File: config.mk
export PLATFORM = sky130hd
export DESIGN_NAME = memory_pattern_test_sequencer_top
export DESIGN_NICKNAME = d
export VERILOG_FILES = /design/src/rtl/mpts_pkg.sv /design/src/rtl/mpts_front.sv /design/src/rtl/mpts_engine.sv /design/src/rtl/memory_pattern_test_sequencer_top.sv
export SDC_FILE = /design/constraint.sdc
export NUM_CORES = 1
export LEC_CHECK = 0
export ABC_AREA = 1
export BUFFER_PORTS_ARGS = -buffer_cell sky130_fd_sc_hd__buf_2
export CORE_MARGIN = 5
export CORE_UTILIZATION = 40
export CTS_CLUSTER_DIAMETER = 120
export DETAILED_ROUTE_END_ITERATION = 12
export GPL_TIMING_DRIVEN = 0
export PLACE_DENSITY = 0.64
export SLEW_MARGIN = 15
export SYNTH_ARGS = -nofsm -noshare
export SYNTH_HDL_FRONTEND = slang
export SYNTH_SLANG_ARGS = --single-unit
File: constraint.sdc
create_clock -name clk -period 11.6 [get_ports clk]
set_clock_uncertainty 0.1 [all_clocks]
set_input_delay 2.32 -clock clk [delete_from_list [all_inputs] [get_ports clk]]
set_output_delay 2.32 -clock clk [all_outputs]
set_load 0.05 [all_outputs]
File: src/rtl/mpts_pkg.sv
// mpts_pkg: shared types and constants of the memory pattern test sequencer
// used by mpts_front, mpts_engine and memory_pattern_test_sequencer_top
package mpts_pkg;

    localparam int ADDR_W  = 24;
    localparam int WORD_W  = 16;
    localparam int COUNT_W = 24;
    localparam int PAT_W   = 32;
    localparam int CFG_IDX_W = 2;

    localparam logic [PAT_W-1:0]   RAND_SEED = 32'hABCDEF02;
    localparam logic [PAT_W-1:0]   ALT_SEED  = 32'hFFFFFFFF;
    localparam logic [PAT_W-1:0]   RAND_INC  = 32'd13849;
    localparam logic [COUNT_W-1:0] COUNT_MAX = '1;

    localparam logic [CFG_IDX_W-1:0] REG_START_ADDRESS = 2'd0;
    localparam logic [CFG_IDX_W-1:0] REG_END_ADDRESS   = 2'd1;
    localparam logic [CFG_IDX_W-1:0] REG_PATTERN_MODE  = 2'd2;
    localparam logic [CFG_IDX_W-1:0] REG_STOP_ON_ERROR = 2'd3;

    localparam logic OP_START   = 1'b0;
    localparam logic OP_ADVANCE = 1'b1;

    typedef struct packed {
        logic              is_start;
        logic [WORD_W-1:0] read_data;
    } item_t;

    typedef struct packed {
        logic [ADDR_W-1:0] start_address;
        logic [ADDR_W-1:0] end_address;
        logic              pattern_mode;
        logic              stop_on_error;
    } cfg_t;

endpackage

File: src/rtl/mpts_front.sv
// mpts_front: input handshake, item decode and two-entry queue to the engine
// depends on mpts_pkg

module mpts_front
(
    input  logic                  clk,
    input  logic                  rst_n,
    input  logic                  in_valid,
    output logic                  in_ready,
    input  logic                  op,
    input  logic [15:0]           read_data,
    output logic                  q_valid,
    input  logic                  q_ready,
    output mpts_pkg::item_t       q_item
);

    mpts_pkg::item_t entry_reg [2];
    mpts_pkg::item_t entry_next;
    logic       wr_ptr_reg, wr_ptr_next;
    logic       rd_ptr_reg, rd_ptr_next;
    logic [1:0] count_reg, count_next;
    logic       push, pop;

    assign in_ready = (count_reg != 2'd2);
    assign q_valid  = (count_reg != 2'd0);
    assign q_item   = entry_reg[rd_ptr_reg];
    assign push     = in_valid && in_ready;
    assign pop      = q_valid && q_ready;

    always_comb
    begin
        entry_next.is_start  = (op == mpts_pkg::OP_START);
        entry_next.read_data = read_data;
        wr_ptr_next = push ? ~wr_ptr_reg : wr_ptr_reg;
        rd_ptr_next = pop ? ~rd_ptr_reg : rd_ptr_reg;
        count_next  = count_reg;
        if (push && !pop)
        begin
            count_next = count_reg + 2'd1;
        end
        else if (pop && !push)
        begin
            count_next = count_reg - 2'd1;
        end
    end

    always_ff @(posedge clk or negedge rst_n)
    begin
        if (!rst_n)
        begin
            wr_ptr_reg <= 1'b0;
            rd_ptr_reg <= 1'b0;
            count_reg  <= 2'd0;
        end
        else
        begin
            wr_ptr_reg <= wr_ptr_next;
            rd_ptr_reg <= rd_ptr_next;
            count_reg  <= count_next;
        end
    end

    always_ff @(posedge clk)
    begin
        if (push)
        begin
            entry_reg[wr_ptr_reg] <= entry_next;
        end
    end

endmodule

File: src/rtl/mpts_engine.sv
// mpts_engine: test state, pattern generator, compare and result register
// depends on mpts_pkg

module mpts_engine
(
    input  logic                  clk,
    input  logic                  rst_n,
    input  mpts_pkg::cfg_t        cfg,
    input  logic                  q_valid,
    output logic                  q_ready,
    input  mpts_pkg::item_t       q_item,
    output logic                  out_valid,
    input  logic                  out_ready,
    output logic                  mem_write,
    output logic                  mem_read,
    output logic [23:0]           mem_address,
    output logic [15:0]           write_data,
    output logic                  mismatch,
    output logic [23:0]           mismatch_address,
    output logic [15:0]           expected_word,
    output logic [23:0]           error_total,
    output logic                  test_done
);

    localparam logic [1:0] PH_IDLE  = 2'd0;
    localparam logic [1:0] PH_WRITE = 2'd1;
    localparam logic [1:0] PH_READ  = 2'd2;
    localparam logic [1:0] PH_DONE  = 2'd3;

    localparam int AW = mpts_pkg::ADDR_W;
    localparam int WW = mpts_pkg::WORD_W;
    localparam int PW = mpts_pkg::PAT_W;
    localparam int CW = mpts_pkg::COUNT_W;

    logic [1:0]    phase_reg, phase_next;
    logic [AW-1:0] cur_reg, cur_next;
    logic [PW-1:0] pat_reg, pat_next;
    logic          pend_reg, pend_next;
    logic [AW-1:0] pend_addr_reg, pend_addr_next;
    logic [WW-1:0] pend_exp_reg, pend_exp_next;
    logic [CW-1:0] count_reg, count_next;
    logic          out_valid_reg, out_valid_next;

    logic          mem_write_reg, mem_write_next;
    logic          mem_read_reg, mem_read_next;
    logic [AW-1:0] mem_address_reg, mem_address_next;
    logic [WW-1:0] write_data_reg, write_data_next;
    logic          mismatch_reg, mismatch_next;
    logic [AW-1:0] mismatch_address_reg, mismatch_address_next;
    logic [WW-1:0] expected_word_reg, expected_word_next;

    logic          pop;
    logic [PW-1:0] seed;
    logic [PW-1:0] pat_step;
    logic [AW-1:0] cur_plus2;
    logic          wl_cur, wl_step, wl_start;
    logic          miss, stop;

    assign q_ready = !out_valid_reg || out_ready;
    assign pop     = q_valid && q_ready;

    assign seed      = cfg.pattern_mode ? mpts_pkg::ALT_SEED : mpts_pkg::RAND_SEED;
    assign pat_step  = cfg.pattern_mode ? ~pat_reg
                     : (pat_reg << 13) + (pat_reg << 2) + pat_reg + mpts_pkg::RAND_INC;
    assign cur_plus2 = cur_reg + AW'(2);

    assign wl_cur   = {1'b0, cfg.end_address} > ({1'b0, cur_reg} + (AW+1)'(1));
    assign wl_step  = {1'b0, cfg.end_address} > ({1'b0, cur_plus2} + (AW+1)'(1));
    assign wl_start = {1'b0, cfg.end_address} > ({1'b0, cfg.start_address} + (AW+1)'(1));

    assign miss = pend_reg && (q_item.read_data != pend_exp_reg);
    assign stop = miss && cfg.stop_on_error;

    always_comb
    begin
        phase_next     = phase_reg;
        cur_next       = cur_reg;
        pat_next       = pat_reg;
        pend_next      = pend_reg;
        pend_addr_next = pend_addr_reg;
        pend_exp_next  = pend_exp_reg;
        count_next     = count_reg;

        mem_write_next        = 1'b0;
        mem_read_next         = 1'b0;
        mem_address_next      = '0;
        write_data_next       = '0;
        mismatch_next         = 1'b0;
        mismatch_address_next = '0;
        expected_word_next    = '0;

        if (q_item.is_start)
        begin
            cur_next       = cfg.start_address;
            pat_next       = seed;
            pend_next      = 1'b0;
            pend_addr_next = '0;
            pend_exp_next  = '0;
            count_next     = '0;
            phase_next     = wl_start ? PH_WRITE : PH_DONE;
        end
        else
        begin
            case (phase_reg)
                PH_WRITE:
                begin
                    if (wl_cur)
                    begin
                        mem_write_next   = 1'b1;
                        mem_address_next = cur_reg;
                        write_data_next  = pat_step[WW-1:0];
                        pat_next         = pat_step;
                        cur_next         = cur_plus2;
                    end
                    if (!(wl_cur && wl_step))
                    begin
                        cur_next   = cfg.start_address;
                        pat_next   = seed;
                        phase_next = wl_start ? PH_READ : PH_DONE;
                    end
                end
                PH_READ:
                begin
                    if (pend_reg)
                    begin
                        mismatch_address_next = pend_addr_reg;
                        expected_word_next    = pend_exp_reg;
                        mismatch_next         = miss;
                        if (miss && count_reg != mpts_pkg::COUNT_MAX)
                        begin
                            count_next = count_reg + CW'(1);
                        end
                        pend_next = 1'b0;
                    end
                    if (stop || !wl_cur)
                    begin
                        phase_next = PH_DONE;
                    end
                    else
                    begin
                        mem_read_next    = 1'b1;
                        mem_address_next = cur_reg;
                        pend_next        = 1'b1;
                        pend_addr_next   = cur_reg;
                        pend_exp_next    = pat_step[WW-1:0];
                        pat_next         = pat_step;
                        cur_next         = cur_plus2;
                    end
                end
                default:
                begin
                    phase_next = phase_reg;
                end
            endcase
        end

        if (pop)
        begin
            out_valid_next = 1'b1;
        end
        else if (out_ready)
        begin
            out_valid_next = 1'b0;
        end
        else
        begin
            out_valid_next = out_valid_reg;
        end
    end

    always_ff @(posedge clk or negedge rst_n)
    begin
        if (!rst_n)
        begin
            phase_reg     <= PH_IDLE;
            cur_reg       <= '0;
            pat_reg       <= mpts_pkg::RAND_SEED;
            pend_reg      <= 1'b0;
            pend_addr_reg <= '0;
            pend_exp_reg  <= '0;
            count_reg     <= '0;
            out_valid_reg <= 1'b0;
        end
        else
        begin
            out_valid_reg <= out_valid_next;
            if (pop)
            begin
                phase_reg     <= phase_next;
                cur_reg       <= cur_next;
                pat_reg       <= pat_next;
                pend_reg      <= pend_next;
                pend_addr_reg <= pend_addr_next;
                pend_exp_reg  <= pend_exp_next;
                count_reg     <= count_next;
            end
        end
    end

    always_ff @(posedge clk)
    begin
        if (pop)
        begin
            mem_write_reg        <= mem_write_next;
            mem_read_reg         <= mem_read_next;
            mem_address_reg      <= mem_address_next;
            write_data_reg       <= write_data_next;
            mismatch_reg         <= mismatch_next;
            mismatch_address_reg <= mismatch_address_next;
            expected_word_reg    <= expected_word_next;
        end
    end

    assign out_valid        = out_valid_reg;
    assign mem_write        = mem_write_reg;
    assign mem_read         = mem_read_reg;
    assign mem_address      = mem_address_reg;
    assign write_data       = write_data_reg;
    assign mismatch         = mismatch_reg;
    assign mismatch_address = mismatch_address_reg;
    assign expected_word    = expected_word_reg;
    assign error_total      = count_reg;
    assign test_done        = (phase_reg == PH_DONE);

endmodule

File: src/rtl/memory_pattern_test_sequencer_top.sv
// memory_pattern_test_sequencer_top: configuration registers, front queue and engine
// depends on mpts_pkg, mpts_front, mpts_engine
//
// channel   direction  handshake             payload
// config    in         cfg_write             cfg_index, cfg_data
// item      in         in_valid / in_ready   op, read_data
// result    out        out_valid / out_ready mem_write .. test_done
//
// one item per cycle unless out_ready stalls; results pass the queue and result register
// the engine updates its state and pattern step as it takes each item from the queue
// in_ready stays high while the two-entry queue has room, whatever the result side does
// reset empties the queue and result register and restores the idle test state

module memory_pattern_test_sequencer_top
(
    input  logic        clk,
    input  logic        rst_n,
    input  logic        cfg_write,
    input  logic [1:0]  cfg_index,
    input  logic [23:0] cfg_data,
    input  logic        in_valid,
    output logic        in_ready,
    input  logic        op,
    input  logic [15:0] read_data,
    output logic        out_valid,
    input  logic        out_ready,
    output logic        mem_write,
    output logic        mem_read,
    output logic [23:0] mem_address,
    output logic [15:0] write_data,
    output logic        mismatch,
    output logic [23:0] mismatch_address,
    output logic [15:0] expected_word,
    output logic [23:0] error_total,
    output logic        test_done
);

    mpts_pkg::cfg_t  cfg_reg, cfg_next;
    logic            q_valid;
    logic            q_ready;
    mpts_pkg::item_t q_item;

    always_comb
    begin
        cfg_next = cfg_reg;
        if (cfg_write)
        begin
            case (cfg_index)
                mpts_pkg::REG_START_ADDRESS: cfg_next.start_address = cfg_data;
                mpts_pkg::REG_END_ADDRESS:   cfg_next.end_address   = cfg_data;
                mpts_pkg::REG_PATTERN_MODE:  cfg_next.pattern_mode  = cfg_data[0];
                mpts_pkg::REG_STOP_ON_ERROR: cfg_next.stop_on_error = cfg_data[0];
                default:                     cfg_next = cfg_reg;
            endcase
        end
    end

    always_ff @(posedge clk or negedge rst_n)
    begin
        if (!rst_n)
        begin
            cfg_reg.start_address <= 24'd0;
            cfg_reg.end_address   <= 24'd4096;
            cfg_reg.pattern_mode  <= 1'b0;
            cfg_reg.stop_on_error <= 1'b0;
        end
        else
        begin
            cfg_reg <= cfg_next;
        end
    end

    mpts_front u_front
    (
        .clk       (clk),
        .rst_n     (rst_n),
        .in_valid  (in_valid),
        .in_ready  (in_ready),
        .op        (op),
        .read_data (read_data),
        .q_valid   (q_valid),
        .q_ready   (q_ready),
        .q_item    (q_item)
    );

    mpts_engine u_engine
    (
        .clk              (clk),
        .rst_n            (rst_n),
        .cfg              (cfg_reg),
        .q_valid          (q_valid),
        .q_ready          (q_ready),
        .q_item           (q_item),
        .out_valid        (out_valid),
        .out_ready        (out_ready),
        .mem_write        (mem_write),
        .mem_read         (mem_read),
        .mem_address      (mem_address),
        .write_data       (write_data),
        .mismatch         (mismatch),
        .mismatch_address (mismatch_address),
        .expected_word    (expected_word),
        .error_total      (error_total),
        .test_done        (test_done)
    );

endmodule
==> flow_summary.toml <==
[drt]
first_pass_iters = 5
routedWlPerCell_um = 17.3
vias = 14388
drt_wl_total_um = 48200
final_antenna_net_count = 0
post-route-drc-count = 0
drt_iter0_markers = 1211
routed_via_density = 5.16

[sta]
max_freq_ghz = 0.188
worst_pin_slew_ns = 0.936
setup-tns-final_ns = 0
period_share = 0.458
fin_crit_ns = 5.31
setup_slack_ns = 6.29
drv_slew = 0
slew_headroom = 0.370
setup_viol_count_final = 0
rsz0062_at_grt = "false"
hold_viol = 0

[clock_tree]
cts_buffer_depth = 3
cts_tree = "built"
post_cts_resized = 0
worstSkewPairLatency_ns = 0.58
cts.reportedPaths.clkPinSlew_ns = 0.07
h-tree-depth = 1
cts_sinks = 279
hold_buffers = 0
post-cts-setup-buffers = 0
clock-root-buffer = "clkbuf_16"
cts_buffers = 31

[global_route]
track_usage = 0.202
grt_pass1_vias = 14160
grt_max_degree = 104
antenna_found_initial = 0
overflow = 0
grt_pass1_wl_um = 76400

[synthesis]
async_flop_share = 0.581
synth.yosys.seq_area_share = 0.448
postSynthAreaPerCell_um2 = 8.34
synth_edf_count = 117
ys_types = 51
synthesis.area_um2 = 16900
yosysWarningCount = 0
synthCells = 2028
synth-seq-cells = 279
ys.flop_type = "dfrtp_1"
syn-num-nets = 2196

[worst_setup_path]
crit_top_cell = "nand2_1"
arrival_ns = 5.68
cp_max_fo = 10
end_kind = "flip-flop"
cp_slowest_cell = "dfrtp_1"
max_stage_delay_ns = 0.51
path_class = "flip-flop to flip-flop"
worstSetupStartpointType = "flip-flop"
required_ns = 11.96

[power]
seq_power_share = 0.289
p_clk_frac = 0.176
power.switching_mw = 2.90
netSwitchingFraction = 0.500
peakVddDrop_mv = 0.147
combinationalPowerShare = 0.535
power.density_nw_per_um2 = 296
power_leakage_nw = 9.10
cellInternalPower_mw = 2.90

[place]
dp_slack_ns = 6.44
dp_hpwl_um = 38200
port_buffers = 157
gp_congestion = 0.956

[die]
rows = 75
fp.dieArea_um2 = 46500
design.core.area_um2 = 41900
initial_utilization = 0.404
io_pins = 158
die_h_um = 216
die_x_um = 216

[finish]
fillCellCount = 4046
final_common_cell = "nand2_1"
finalNetCount = 2392
drive_gt1_frac = 0.152
n_antenna_cell = 0
area_growth_syn_to_layout_pct = 15.7
largest_register_ffs = 50
mostFrequentLayoutCells = "515 x nand2_1, 251 x inv_1, 196 x nor2_1"

[run_status]
status = "finished, final reports clean"

[min_path]
worstHoldPathType = "flip-flop to flip-flop"

[run]
maxCapViolCount = 0
layout make-up:
class,count,area (um2),area share
clock inverter,17,223,0.0114
multi-input combinational,1434,8050,0.411
buffer,55,319,0.0163
tap,539,674,0.0345
inverter,260,976,0.0499
clock buffer,41,833,0.0426
sequential,279,7580,0.387
timing repair buffer,163,913,0.0467
path summary, 6_finish.rpt:
check | startpoint | endpoint | slack, ns | cells past startpoint
max in group asynchronous | rst_n | cfg_reg[14]$_DFFE_PN1P_ | 8.92 | 2
max reg2reg | u_engine.cur_reg[1]$_DFFE_PN0P_ | u_engine.cur_reg[7]$_DFFE_PN0P_ | 6.29 | 32
min reg2reg | u_engine.pend_addr_reg[15]$_DFFE_PN0P_ | u_engine.pend_addr_reg[15]$_DFFE_PN0P_ | 0.38 | 2
max | u_engine.cur_reg[1]$_DFFE_PN0P_ | u_engine.cur_reg[7]$_DFFE_PN0P_ | 6.29 | 32
min | u_engine.pend_addr_reg[15]$_DFFE_PN0P_ | u_engine.pend_addr_reg[15]$_DFFE_PN0P_ | 0.38 | 2
min in group asynchronous | rst_n | u_front.count_reg[1]$_DFFE_PN0P_ | 1.56 | 1
per-stage QoR:
stage               hold slack (ns)  utilization  instance area [um2]  instances  power [mW]
global placement              0.365        0.439                18400       2724        4.69
CTS                           0.382        0.468                19600       2788        5.80
global route                  0.409        0.468                19600       2788        6.20
detailed placement            0.368        0.442                18500       2730        4.76
floorplan                     0.346            -                16900       2028        3.88
finish                        0.381        0.468                19600       2788        5.80
synthesized netlist by cell type, drive strengths merged, types with 29 or more instances:
cell type	instances	share of area
xor2	78	0.040
nor3	50	0.016
ha	118	0.087
buf	29	0.013
nand4	40	0.015
dfrtp	153	0.23
nand3	114	0.036
nor2	220	0.054
inv	259	0.058
o21ai	146	0.050
a21oi	59	0.018
edfxtp	117	0.21
nand2	530	0.12
metal layers:
layer | vias up | global-route usage | wire length, um
li1 | 7054 | - | -
met5 | - | 0 | 0
met1 | 6817 | 0.283 | 22100
met2 | 443 | 0.335 | 22200
met3 | 74 | 0.0245 | 2710
met4 | 0 | 0.0531 | 1270
power by group through the flow:
stage	logic, mW	registers [mW]	clock network [mW]
CTS	3.09	1.67	1.04
floorplan	1.77	2.11	0
global placement	2.98	1.71	0
global route	3.42	1.71	1.07
finish	3.10	1.67	1.02
detailed placement	3.08	1.69	0
cell families after synthesis:
kind of cell / after synthesis / share of synthesized area
AOI/OAI and AO/OA: 249 / 0.0878
xor gates and xnor gates: 88 / 0.0456
adders and majority gates: 120 / 0.0897
buffers and inverters: 315 / 0.0766
DFF: 279 / 0.448
muxes: 1 / 0.000592
and+or+nand+nor: 976 / 0.251
critical path: cells and delay by family (launching register included):
| family | cells | cell delay [ns] |
|---|---|---|
| flops | 1 | 0.51 |
| buf+inv | 6 | 0.58 |
| xor+xnor | 1 | 0.16 |
| fa+ha+maj | 2 | 0.55 |
| simple gates | 23 | 3.28 |
(Power assumes the default switching activity.)
